===== src/hw/rtl/vgar_pkg.sv =====
// Package for the video gate array register block: access kinds, register
// indexes, mode bit positions, draw modes and the page base helper.
// No dependencies.
`timescale 1ns / 1ps

package vgar_pkg;

  // Page and palette geometry
  localparam int PAGE_SIZE    = 16384;
  localparam int PALETTE_BASE = 16;
  localparam int ADDR_W       = 17;

  // Bus access kinds
  typedef enum logic [1:0] {
    KIND_GATE   = 2'd0,
    KIND_STATUS = 2'd1,
    KIND_PAGE   = 2'd2,
    KIND_NONE   = 2'd3
  } kind_e;

  // Gate-array register indexes below the palette window
  localparam logic [4:0] REG_MODE1  = 5'd0;
  localparam logic [4:0] REG_MASK   = 5'd1;
  localparam logic [4:0] REG_BORDER = 5'd2;
  localparam logic [4:0] REG_MODE2  = 5'd3;
  localparam logic [4:0] REG_RESET  = 5'd4;

  // Mode bit positions
  localparam int MB_HIBW  = 0;
  localparam int MB_GFX   = 1;
  localparam int MB_MONO  = 2;
  localparam int MB_VIDEO = 3;
  localparam int MB_G16   = 4;
  localparam int MB_BLINK = 5;
  localparam int MB_G2    = 6;

  // Status byte bit positions
  localparam int ST_DISP  = 0;
  localparam int ST_PEN   = 2;
  localparam int ST_VSYNC = 3;
  localparam int ST_DOT   = 4;

  typedef enum logic [2:0] {
    DRAW_TEXT   = 3'd0,
    DRAW_640X2  = 3'd1,
    DRAW_320X16 = 3'd2,
    DRAW_160X16 = 3'd3,
    DRAW_640X4  = 3'd4,
    DRAW_320X4  = 3'd5
  } draw_mode_e;

  // Page number times page size, wrapped to the address width
  function automatic logic [ADDR_W-1:0] page_base(input logic [2:0] page);
    logic [31:0] prod;
    prod = {29'd0, page} * 32'(PAGE_SIZE);
    return prod[ADDR_W-1:0];
  endfunction

endpackage


===== src/hw/rtl/video_gate_array_regs.sv =====
// Register block of the video gate array: bus access decode, register
// state and result packing. Depends on vgar_pkg.
`timescale 1ns / 1ps

// Takes one bus access per transfer on the input channel (gate-array write,
// status read or page write) and returns one result transfer for each. The
// block accepts one access per cycle unless the input stalls; an access is
// held in the input register and its result is registered in the result
// register when that register is empty or being drained, so a new access
// can enter before the last one has left. The result
// shows the state after the access: status (zero unless a status read),
// page base addresses, address mode, mode control bits, border and mask,
// draw mode with its pixel divider, and the palette entry at palette_pick.
// A stalled result holds; the input stalls only when both stages are full.
module video_gate_array_regs (
  input  logic        clk_i,
  input  logic        rst_ni,
  // input channel
  input  logic        in_valid_i,
  output logic        in_stall_o,
  input  logic [1:0]  kind_i,
  input  logic [7:0]  data_i,
  input  logic        display_active_i,
  input  logic        vsync_active_i,
  input  logic [3:0]  last_dot_i,
  input  logic [3:0]  palette_pick_i,
  // result channel
  output logic        out_valid_o,
  input  logic        out_stall_i,
  output logic [4:0]  status_byte_o,
  output logic [16:0] crt_base_address_o,
  output logic [16:0] cpu_base_address_o,
  output logic [1:0]  address_mode_o,
  output logic        video_enabled_o,
  output logic        monochrome_o,
  output logic        blink_enable_o,
  output logic [3:0]  border_color_o,
  output logic [3:0]  palette_mask_out_o,
  output logic [2:0]  draw_mode_o,
  output logic [2:0]  x_divider_o,
  output logic [3:0]  palette_entry_o
);

  // ---------------------------------------------------------------------
  // Handshake: input register feeding the result register
  // ---------------------------------------------------------------------
  logic s1_valid_q;
  logic out_valid_q;
  logic out_ready;
  logic fire;
  logic in_load;

  // Result register can take a new value when empty or being drained
  assign out_ready  = !out_valid_q || !out_stall_i;
  // Advance the item in the input register into the result register
  assign fire       = s1_valid_q && out_ready;
  assign in_stall_o = s1_valid_q && !out_ready;
  assign in_load    = in_valid_i && !in_stall_o;

  // Input register payload
  vgar_pkg::kind_e s1_kind_q;
  logic [7:0]      s1_data_q;
  logic            s1_disp_q;
  logic            s1_vsync_q;
  logic [3:0]      s1_dot_q;
  logic [3:0]      s1_pick_q;

  always_ff @(posedge clk_i or negedge rst_ni) begin
    if (!rst_ni) begin
      s1_valid_q  <= 1'b0;
      out_valid_q <= 1'b0;
    end else begin
      if (in_load) begin
        s1_valid_q <= 1'b1;
      end else if (fire) begin
        s1_valid_q <= 1'b0;
      end
      if (out_ready) begin
        out_valid_q <= s1_valid_q;
      end
    end
  end

  always_ff @(posedge clk_i) begin
    if (in_load) begin
      s1_kind_q  <= vgar_pkg::kind_e'(kind_i);
      s1_data_q  <= data_i;
      s1_disp_q  <= display_active_i;
      s1_vsync_q <= vsync_active_i;
      s1_dot_q   <= last_dot_i;
      s1_pick_q  <= palette_pick_i;
    end
  end

  // ---------------------------------------------------------------------
  // Register state
  // ---------------------------------------------------------------------
  logic       phase_q,  phase_d;   // 0 address phase, 1 data phase
  logic [4:0] index_q,  index_d;
  logic [6:0] mode_q,   mode_d;
  logic [3:0] mask_q,   mask_d;
  logic [3:0] border_q, border_d;
  logic [7:0] page_q,   page_d;    // [2:0] CRT, [5:3] CPU, [7:6] address mode
  logic [3:0] palette_q [16];
  logic       pal_we;
  logic [3:0] pal_waddr;
  logic [4:0] status_d;

  // Palette window starts at PALETTE_BASE and covers sixteen indexes
  assign pal_waddr = 4'(index_q - 5'(vgar_pkg::PALETTE_BASE));

  always_comb begin
    logic [2:0] crt;
    phase_d  = phase_q;
    index_d  = index_q;
    mode_d   = mode_q;
    mask_d   = mask_q;
    border_d = border_q;
    page_d   = page_q;
    pal_we   = 1'b0;
    status_d = '0;
    crt      = s1_data_q[2:0];

    case (s1_kind_q)
      vgar_pkg::KIND_GATE: begin
        phase_d = !phase_q;
        if (!phase_q) begin
          // Address phase: keep the register index
          index_d = s1_data_q[4:0];
        end else if (index_q >= 5'(vgar_pkg::PALETTE_BASE)) begin
          pal_we = 1'b1;
        end else begin
          unique case (index_q)
            vgar_pkg::REG_MODE1: begin
              mode_d[4:0] = s1_data_q[4:0];
            end
            vgar_pkg::REG_MASK: begin
              mask_d = s1_data_q[3:0];
            end
            vgar_pkg::REG_BORDER: begin
              border_d = s1_data_q[3:0];
            end
            vgar_pkg::REG_MODE2: begin
              mode_d[vgar_pkg::MB_BLINK] = s1_data_q[1];
              mode_d[vgar_pkg::MB_G2]    = s1_data_q[3];
            end
            // Reset register and unknown indexes: write nothing
            default: begin
            end
          endcase
        end
      end
      vgar_pkg::KIND_STATUS: begin
        phase_d = 1'b0;
        status_d[vgar_pkg::ST_DISP]  = s1_disp_q;
        status_d[vgar_pkg::ST_PEN]   = 1'b1;
        status_d[vgar_pkg::ST_VSYNC] = s1_vsync_q;
        status_d[vgar_pkg::ST_DOT]   = s1_dot_q[index_q[1:0]];
      end
      vgar_pkg::KIND_PAGE: begin
        // High-bandwidth graphics forces an even CRT page
        if (mode_q[vgar_pkg::MB_HIBW] && mode_q[vgar_pkg::MB_GFX]) begin
          crt[0] = 1'b0;
        end
        page_d = {s1_data_q[7:3], crt};
      end
      default: begin
      end
    endcase
  end

  always_ff @(posedge clk_i or negedge rst_ni) begin
    if (!rst_ni) begin
      phase_q  <= 1'b0;
      index_q  <= '0;
      mode_q   <= '0;
      mask_q   <= '0;
      border_q <= '0;
      page_q   <= '0;
      for (int i = 0; i < 16; i++) begin
        palette_q[i] <= '0;
      end
    end else if (fire) begin
      phase_q  <= phase_d;
      index_q  <= index_d;
      mode_q   <= mode_d;
      mask_q   <= mask_d;
      border_q <= border_d;
      page_q   <= page_d;
      if (pal_we) begin
        palette_q[pal_waddr] <= s1_data_q[3:0];
      end
    end
  end

  // ---------------------------------------------------------------------
  // Result packing from the updated state
  // ---------------------------------------------------------------------
  vgar_pkg::draw_mode_e draw_d;
  logic [2:0]           div_d;
  logic [3:0]           pal_rd;

  always_comb begin
    if (!mode_d[vgar_pkg::MB_GFX]) begin
      draw_d = vgar_pkg::DRAW_TEXT;
      div_d  = 3'd2;
    end else if (mode_d[vgar_pkg::MB_G2]) begin
      draw_d = vgar_pkg::DRAW_640X2;
      div_d  = 3'd1;
    end else if (mode_d[vgar_pkg::MB_G16]) begin
      draw_d = mode_d[vgar_pkg::MB_HIBW] ? vgar_pkg::DRAW_320X16 : vgar_pkg::DRAW_160X16;
      div_d  = 3'd4;
    end else if (mode_d[vgar_pkg::MB_HIBW]) begin
      draw_d = vgar_pkg::DRAW_640X4;
      div_d  = 3'd2;
    end else begin
      draw_d = vgar_pkg::DRAW_320X4;
      div_d  = 3'd2;
    end
  end

  // Bypass the palette write so the result sees the updated entry
  assign pal_rd = (pal_we && pal_waddr == s1_pick_q) ? s1_data_q[3:0]
                                                    : palette_q[s1_pick_q];

  logic [4:0]  status_q;
  logic [16:0] crt_base_q;
  logic [16:0] cpu_base_q;
  logic [1:0]  amode_q;
  logic        video_q;
  logic        mono_q;
  logic        blink_q;
  logic [3:0]  border_out_q;
  logic [3:0]  mask_out_q;
  logic [2:0]  draw_q;
  logic [2:0]  div_q;
  logic [3:0]  pal_out_q;

  always_ff @(posedge clk_i) begin
    if (fire) begin
      status_q     <= status_d;
      crt_base_q   <= vgar_pkg::page_base(page_d[2:0]);
      cpu_base_q   <= vgar_pkg::page_base(page_d[5:3]);
      amode_q      <= page_d[7:6];
      video_q      <= mode_d[vgar_pkg::MB_VIDEO];
      mono_q       <= mode_d[vgar_pkg::MB_MONO];
      blink_q      <= mode_d[vgar_pkg::MB_BLINK];
      border_out_q <= border_d;
      mask_out_q   <= mask_d;
      draw_q       <= draw_d;
      div_q        <= div_d;
      pal_out_q    <= pal_rd;
    end
  end

  assign out_valid_o        = out_valid_q;
  assign status_byte_o      = status_q;
  assign crt_base_address_o = crt_base_q;
  assign cpu_base_address_o = cpu_base_q;
  assign address_mode_o     = amode_q;
  assign video_enabled_o    = video_q;
  assign monochrome_o       = mono_q;
  assign blink_enable_o     = blink_q;
  assign border_color_o     = border_out_q;
  assign palette_mask_out_o = mask_out_q;
  assign draw_mode_o        = draw_q;
  assign x_divider_o        = div_q;
  assign palette_entry_o    = pal_out_q;

  // ---------------------------------------------------------------------
  // Assertions
  // ---------------------------------------------------------------------
  // A status read leaves the flip-flop in address phase
  assert property (@(posedge clk_i) disable iff (!rst_ni)
    fire && s1_kind_q == vgar_pkg::KIND_STATUS |=> !phase_q)
    else $error("status read did not clear the phase flip-flop");

  // Only a status read reports a non-zero status byte
  assert property (@(posedge clk_i) disable iff (!rst_ni)
    fire && s1_kind_q != vgar_pkg::KIND_STATUS |=> status_q == 5'd0)
    else $error("status byte set by an access that is not a status read");

  // Page write in high-bandwidth graphics stores an even CRT page
  assert property (@(posedge clk_i) disable iff (!rst_ni)
    fire && s1_kind_q == vgar_pkg::KIND_PAGE
      && mode_q[vgar_pkg::MB_HIBW] && mode_q[vgar_pkg::MB_GFX] |=> !page_q[0])
    else $error("odd CRT page stored in high-bandwidth graphics");

  // Input stalls only when both stages hold an item
  assert property (@(posedge clk_i) disable iff (!rst_ni)
    in_stall_o |-> s1_valid_q && out_valid_q)
    else $error("input stalled with a free stage");

  // Divider is always one of the legal values
  assert property (@(posedge clk_i) disable iff (!rst_ni)
    out_valid_q |-> div_q == 3'd1 || div_q == 3'd2 || div_q == 3'd4)
    else $error("illegal pixel divider");

endmodule

===== config.mk =====
export PLATFORM = sky130hd
export DESIGN_NAME = video_gate_array_regs
export DESIGN_NICKNAME = d
export VERILOG_FILES = /design/src/hw/rtl/vgar_pkg.sv /design/src/hw/rtl/video_gate_array_regs.sv
export SDC_FILE = /design/constraint.sdc
export NUM_CORES = 1
export LEC_CHECK = 0
export ABC_AREA = 1
export BUFFER_PORTS_ARGS = -buffer_cell sky130_fd_sc_hd__buf_4
export CAP_MARGIN = 20
export CORE_ASPECT_RATIO = 0.5
export CORE_MARGIN = 8
export CORE_UTILIZATION = 50
export CTS_CLUSTER_SIZE = 14
export DETAILED_ROUTE_END_ITERATION = 6
export PLACE_DENSITY = 0.71
export SLEW_MARGIN = 20
export SYNTH_ARGS = -nofsm -noshare
export SYNTH_HDL_FRONTEND = slang
export SYNTH_SLANG_ARGS = --single-unit

===== constraint.sdc =====
create_clock -name clk_i -period 2.86 [get_ports clk_i]
set_clock_uncertainty 0.15 [all_clocks]
set_input_delay 0.429 -clock clk_i [delete_from_list [all_inputs] [get_ports clk_i]]
set_output_delay 0.429 -clock clk_i [all_outputs]
set_load 0.005 [all_outputs]

==> run_results.csv, run 1 <==
group,metric,value,unit
critical_path,cp_max_fo,18,
layout,fin_nets,828,
routing,first_iter_violations,426,
sta,holdWs,0.02946,ns
clock_network,cts_root_buf,"clkbuf_16",
flow_run,drv_cap,0,
sta,rsz0062_at_grt,"no",
sta,fin_crit_sh,0.7978,
sta,period_needed,2.282,ns
layout,num_antenna_cells,0,
critical_path,crit_required,2.89,ns
layout,fillers,1119,
placed_design,place.gp.congestion,0.8544,
clock_network,clk_latency,0.42,ns
placed_design,hpwl,10180,µm
routing,wl,15420,µm
floorplan,die_w,180.5,µm
layout,final_area,7851,µm²
grt,antenna_found_initial,0,
layout,utilization,0.5875,
hold_path,hold_path_class,"input port to flop",
power_and_ir_drop,p_total,6.012,mW
outcome,status,"completed",
floorplan,die_height,98.25,µm
routing,remaining_drc_errors,0,
synth,synth_top_cell_area_share,0.3515,
routing,wl_per_cell,15.53,µm
sta,finalHoldViolations,0,
floorplan,start_util,0.5062,
synth,synth_cells,746,
layout,final_common_cell,"nand2_1",
power_and_ir_drop,peakVddDrop,0.4384,mV
grt,grt_max_degree,56,
layout,syn2layout_area_growth,16.07,%
floorplan,core,13360,µm²
sta,max_slew_margin,0.4608,
sta,setup_viol,0,
floorplan,num_rows,30,
floorplan,io-pin-count,88,
sta,worst_slew_pin_slew,0.8079,ns
sta,max_freq,438.3,MHz
layout,drive_gt1_frac,0.1603,
routing,dr.pass1.iters,6,
clock_network,cts.sinks,147,
synth,yosysUniqueCellTypes,28,
grt,first_global_vias,4894,
placed_design,portBuffers,58,
clock_network,cts.path.max_buffers,2,
sta,finalSetupTns,0,ns
critical_path,crit_type,"flop to flop",
sta,final_max_slew_viol_count,0,
clock_network,clkTransAtPathRegs,0.06,ns
layout,mostFrequentLayoutCells,"235 x nand2_1, 95 x dfrtp_1, 84 x inv_1, 71 x o21ai_0, 64 x buf_4",
power_and_ir_drop,p_leak,3.664,nW
clock_network,ctsHtreeMaxLevel,4,
power_and_ir_drop,pwr_density_cell,765.8,nW/µm²
routing,avgViaCountPerCell,5.051,
placed_design,place_area,7257,µm²
synth,synthesis.area,6764,µm²
floorplan,dieArea,17730,µm²
routing,dr_total_vias,5016,
grt,grt_usage,0.1786,
critical_path,arrival,2.31,ns
clock_network,postCtsSetupRepairBufs,0,
synth,synth_area_leaders,"dfrtp_1 35%, edfxtp_1 23%, nand2_1 13%",
routing,ant_nets,0,
critical_path,worst_setup_path_start_kind,"flop",
clock_network,cts_resized,0,
synth,yosys_warnings,0,
synth,ys_seq_area_frac,0.5823,
grt,grt_pass1_wl,25300,µm
critical_path,worst_setup_path_end_kind,"flop",
grt,grt_overflow_total,0,
synth,ys_ff_latch,147,
clock_network,tritoncts,"yes",
synth,yosys.area.top_type,"dfrtp_1",
clock_network,cts-buffers-inserted,17,
synth,synth.avg_cell_area,9.067,µm²
[registers in the layout, indices dropped and copies added (netlist names), 2 cells and up]
name / count
address_mode_o: 2
border_color_o: 4
border_q: 4
cpu_base_address_o: 3
crt_base_address_o: 3
draw_mode_o: 3
index_q: 5
mask_q: 4
mode_q: 7
page_q: 8
palette_entry_o: 4
palette_mask_out_o: 4
palette_q: 64
s1_data_q: 8
s1_dot_q: 4
s1_kind_q: 2
s1_pick_q: 4
status_byte_o: 4
x_divider_o: 2
[layout make-up]
| class | instances | area (µm²) | share of cell area |
|---|---|---|---|
| Multi-Input combinational cell | 484 | 2265 | 0.2884 |
| Tap cell | 176 | 220.2 | 0.02805 |
| Timing Repair Buffer | 66 | 510.5 | 0.06502 |
| Inverter | 88 | 332.8 | 0.04239 |
| Clock inverter | 14 | 155.1 | 0.01976 |
| Sequential cell | 147 | 3939 | 0.5017 |
| Clock buffer | 18 | 429.2 | 0.05466 |
[report_power, final]
| group | internal (mW) | switching, mW | leakage (nW) |
|---|---|---|---|
| Clock | 1.30 | 0.903 | 0.287 |
| Combinational | 0.364 | 0.684 | 1.58 |
| Sequential | 2.54 | 0.223 | 1.80 |
[through the flow]
stage | std cells | setup WS, ns
floorplan | 774 | 0.5797
global placement | 960 | 0.6743
detailed placement | 960 | 0.6575
CTS | 993 | 0.6334
global route | 993 | 0.3903
finish | 993 | 0.5783
[routing by layer]
metal | vias up | wire length [µm] | track usage
met1 | 2361 | 7024 | 0.2378
met4 | 0 | 266 | 0.07197
met5 | - | 0 | 0
li1 | 2444 | - | -
met3 | 21 | 1097 | 0.04668
met2 | 190 | 7036 | 0.2746
[critical path: stages, from the launching register on]
cell      delay [ns]
edfxtp_1        0.81
inv_1           0.44
nand3_1         0.22
nand3_1         0.09
nand3_1         0.09
nand2_1         0.10
nand2_1         0.08
nand2_1         0.06
[repair_timing]
item	in CTS	in global routing
setup endpoints to repair	0	0
hold endpoints to repair	36	0
hold buffers	1	0
[final timing paths]
kind                               from            endpoint  slack, ns  depth (start not counted)
min in group asynchronous        rst_ni         out_valid_o       0.38                          2
min                           data_i[5]        s1_data_q[5]       0.03                          1
max reg2reg                s1_pick_q[1]  palette_entry_o[3]       0.58                          7
min reg2reg                   page_q[3]           page_q[3]       0.33                          2
max in group asynchronous        rst_ni       palette_q[30]       1.47                          3
max                        s1_pick_q[1]  palette_entry_o[3]       0.58                          7
[cell usage after synthesis (all sizes together)]
cell type    n
nand3       57
edfxtp      52
xnor2        1
a21oi        4
conb         1
nor2        28
xor2         3
nand2      249
o21ai      111
inv         88
a41oi        1
nand4        1
buf         40
clkbuf      15
dfrtp       95
[cell families (layout without fill, tap and decap cells)]
kind of cell | after synthesis | count (layout) | share of synthesized area
simple gates | 335 | 335 | 0.2244
compound gates | 116 | 116 | 0.08916
xor+xnor | 4 | 4 | 0.005180
flops | 147 | 147 | 0.5823
buf+inv | 143 | 186 | 0.09841
other cells | 1 | 29 | 0.0005544
Note: power is estimated with default switching activity, not from simulation.
==> run 2: changes to the inputs <==
==> constraint.sdc (replaced) <==
create_clock -name clk_i -period 2.3 [get_ports clk_i]
set_clock_uncertainty 0.15 [all_clocks]
set_input_delay 0.345 -clock clk_i [delete_from_list [all_inputs] [get_ports clk_i]]
set_output_delay 0.345 -clock clk_i [all_outputs]
set_load 0.005 [all_outputs]
==> run 2 against run 1 <==
Net effect: via count rose by 1.3%; combinational power rose by 28%; non-clock buffer count rose by 25; clock-buffer cell count fell by 1; utilization rose by 1.9 points; power rose by 26%; fmax rose by 17%; critical path depth rose by 1; register-to-register slack got worse by 0.23 ns; die area did not move; sequential power rose by 24%; sequential share of layout area fell by 1.6 points; critical path type unchanged.
==> run_results.csv, run 2 (synthesis results as in run 1) <==
group,metric,value,unit
routing,avgViaCountPerCell,4.989,
power_and_ir_drop,p_total,7.587,mW
floorplan,die_height,98.25,µm
critical_path,cpPeakStageDelay,0.50,ns
sta,worst_slew_pin_slew,0.6205,ns
hold_path,hold_path_class,"input port to flop",
sta,max_slew_margin,0.5863,
routing,dr.pass1.iters,4,
clock_network,cts.sinks,147,
clock_network,ctsHtreeMaxLevel,4,
power_and_ir_drop,peakVddDrop,0.6115,mV
hold_path,min_path_cells,3,
floorplan,core,13360,µm²
outcome,status,"completed",
placed_design,place.gp.congestion,0.8275,
routing,ant_nets,0,
sta,rsz0062_at_grt,"no",
floorplan,num_rows,30,
routing,dr_total_vias,5079,
floorplan,die_w,180.5,µm
critical_path,crit_required,2.33,ns
critical_path,ff2ff_setup_slack,0.35,ns
grt,first_global_vias,5053,
critical_path,crit_path_top_delay_cell,"dfrtp_1",
sta,fin_crit_sh,0.8471,
sta,final_max_slew_viol_count,0,
layout,final_common_cell,"nand2_1",
layout,syn2layout_area_growth,19.90,%
critical_path,arrival,1.98,ns
critical_path,r2r_start,"index_q[3]",
critical_path,worst_setup_path_end_kind,"flop",
sta,setup_viol,0,
floorplan,start_util,0.5062,
placed_design,portBuffers,58,
floorplan,dieArea,17730,µm²
floorplan,io-pin-count,88,
layout,fin_nets,853,
grt,grt_pass1_wl,25640,µm
critical_path,path_cells,"nor2_4 > nand2_2 > nor2_4 > nand2_1 > o21ai_2 > inv_2 > nand2_1 > o21ai_0",
clock_network,clkTransAtPathRegs,0.07,ns
grt,grt_max_degree,65,
routing,wl_per_cell,15.04,µm
layout,num_antenna_cells,0,
placed_design,place_inst,965,
critical_path,r2r_cells,8,
grt,grt_usage,0.1798,
sta,max_freq,513.3,MHz
critical_path,crit_type,"flop to flop",
layout,fillers,1109,
sta,period_needed,1.948,ns
layout,drive_gt1_frac,0.1615,
layout,largest_reg_flops,64,
layout,reg_top3,"palette_q (64), page_q (8), s1_data_q (8)",
layout,instances_no_fill,1018,
clock_network,cts.path.max_buffers,2,
critical_path,cp_max_fo,10,
routing,remaining_drc_errors,0,
layout,mostFrequentLayoutCells,"235 x nand2_1, 95 x dfrtp_1, 84 x inv_1, 71 x o21ai_0, 68 x buf_4",
flow_run,drv_cap,0,
placed_design,hpwl,9805,µm
clock_network,cts_resized,0,
power_and_ir_drop,pwr_density_cell,935.4,nW/µm²
sta,finalSetupTns,0,ns
hold_path,hold_end,"s1_valid_q",
clock_network,tritoncts,"yes",
power_and_ir_drop,p_leak,3.782,nW
routing,first_iter_violations,385,
critical_path,reg2reg_to,"draw_mode_o[0]",
grt,antenna_found_initial,0,
hold_path,worstHoldStart,"in_valid_i",
clock_network,cts_root_buf,"clkbuf_16",
layout,utilization,0.6069,
clock_network,clk_latency,0.43,ns
critical_path,worst_setup_path_start_kind,"flop",
clock_network,cts-buffers-inserted,17,
routing,wl,15310,µm
grt,grt_overflow_total,0,
layout,largest_register,"palette_q",
sta,finalHoldViolations,0,
## run 2: cell types whose count changed in the layout (fill, tap and decap cells not counted), sizes merged
cell / previous run / this run
buf: 65 / 70
clkbuf: 18 / 17
clkinv: 8 / 4
dlygate4sd3: 1 / 21
inv: 91 / 96
## run 2: metal layers
layer  global-route usage  routed length [µm]  vias to the layer above
li1                     -                   -                     2495
met1               0.2267                6890                     2397
met2               0.2917                7265                      165
met3              0.05817                 950                       22
met4              0.05556                 202                        0
met5                    0                   0                        -
## run 2: cell type report
| class | count | area, µm² | share of cell area |
|---|---|---|---|
| clock buffers | 17 | 425.4 | 0.05245 |
| clock inverters | 15 | 167.7 | 0.02067 |
| inverters | 88 | 332.8 | 0.04104 |
| multi-input cells | 484 | 2265 | 0.2792 |
| flip-flops and latches | 147 | 3939 | 0.4857 |
| well taps | 176 | 220.2 | 0.02715 |
| repair buffers | 91 | 760.7 | 0.09380 |
## run 2: what timing repair did
action / CTS / global route
buffers inserted: 0 / 0
endpoints found under the hold margin: 106 / 0
setup endpoints to repair: 0 / 0
hold buffers: 21 / 0
## run 2: stage by stage
step / hold slack [ns] / area [µm²] / setup WS, ns
4_1_cts: 0.01749 / 8110 / 0.3579
6_report: 0.03438 / 8110 / 0.3518
2_1_floorplan: -0.1006 / 6869 / 0.01971
3_5_place_dp: 0.08106 / 7307 / 0.3648
3_3_place_gp: 0.08082 / 7307 / 0.3738
5_1_grt: 0.08050 / 8110 / 0.1987
## run 2: power by group
group          leakage, nW  internal (mW)  switching [mW]
Clock                0.292           1.63            1.19
Combinational         1.69          0.495           0.850
Sequential            1.80           3.16           0.267
## run 2: how the worst max path moves through the flow
stage,from,endpoint,slack (ns)
floorplan,out_valid_o,address_mode_o[0],0.02
global placement,index_q[0],draw_mode_o[0],0.37
detailed placement,index_q[1],border_color_o[2],0.36
CTS,index_q[1],border_color_o[2],0.36
global route,index_q[0],draw_mode_o[0],0.20
finish,index_q[3],draw_mode_o[0],0.35
## run 2: worst max-delay path, delay by kind of cell, from the launching register on
family | cells | cell delay (ns)
buffers and inverters | 1 | 0.07
flip-flops | 1 | 0.50
AO/OA/AOI/OAI | 2 | 0.19
AND/OR/NAND/NOR | 5 | 0.79
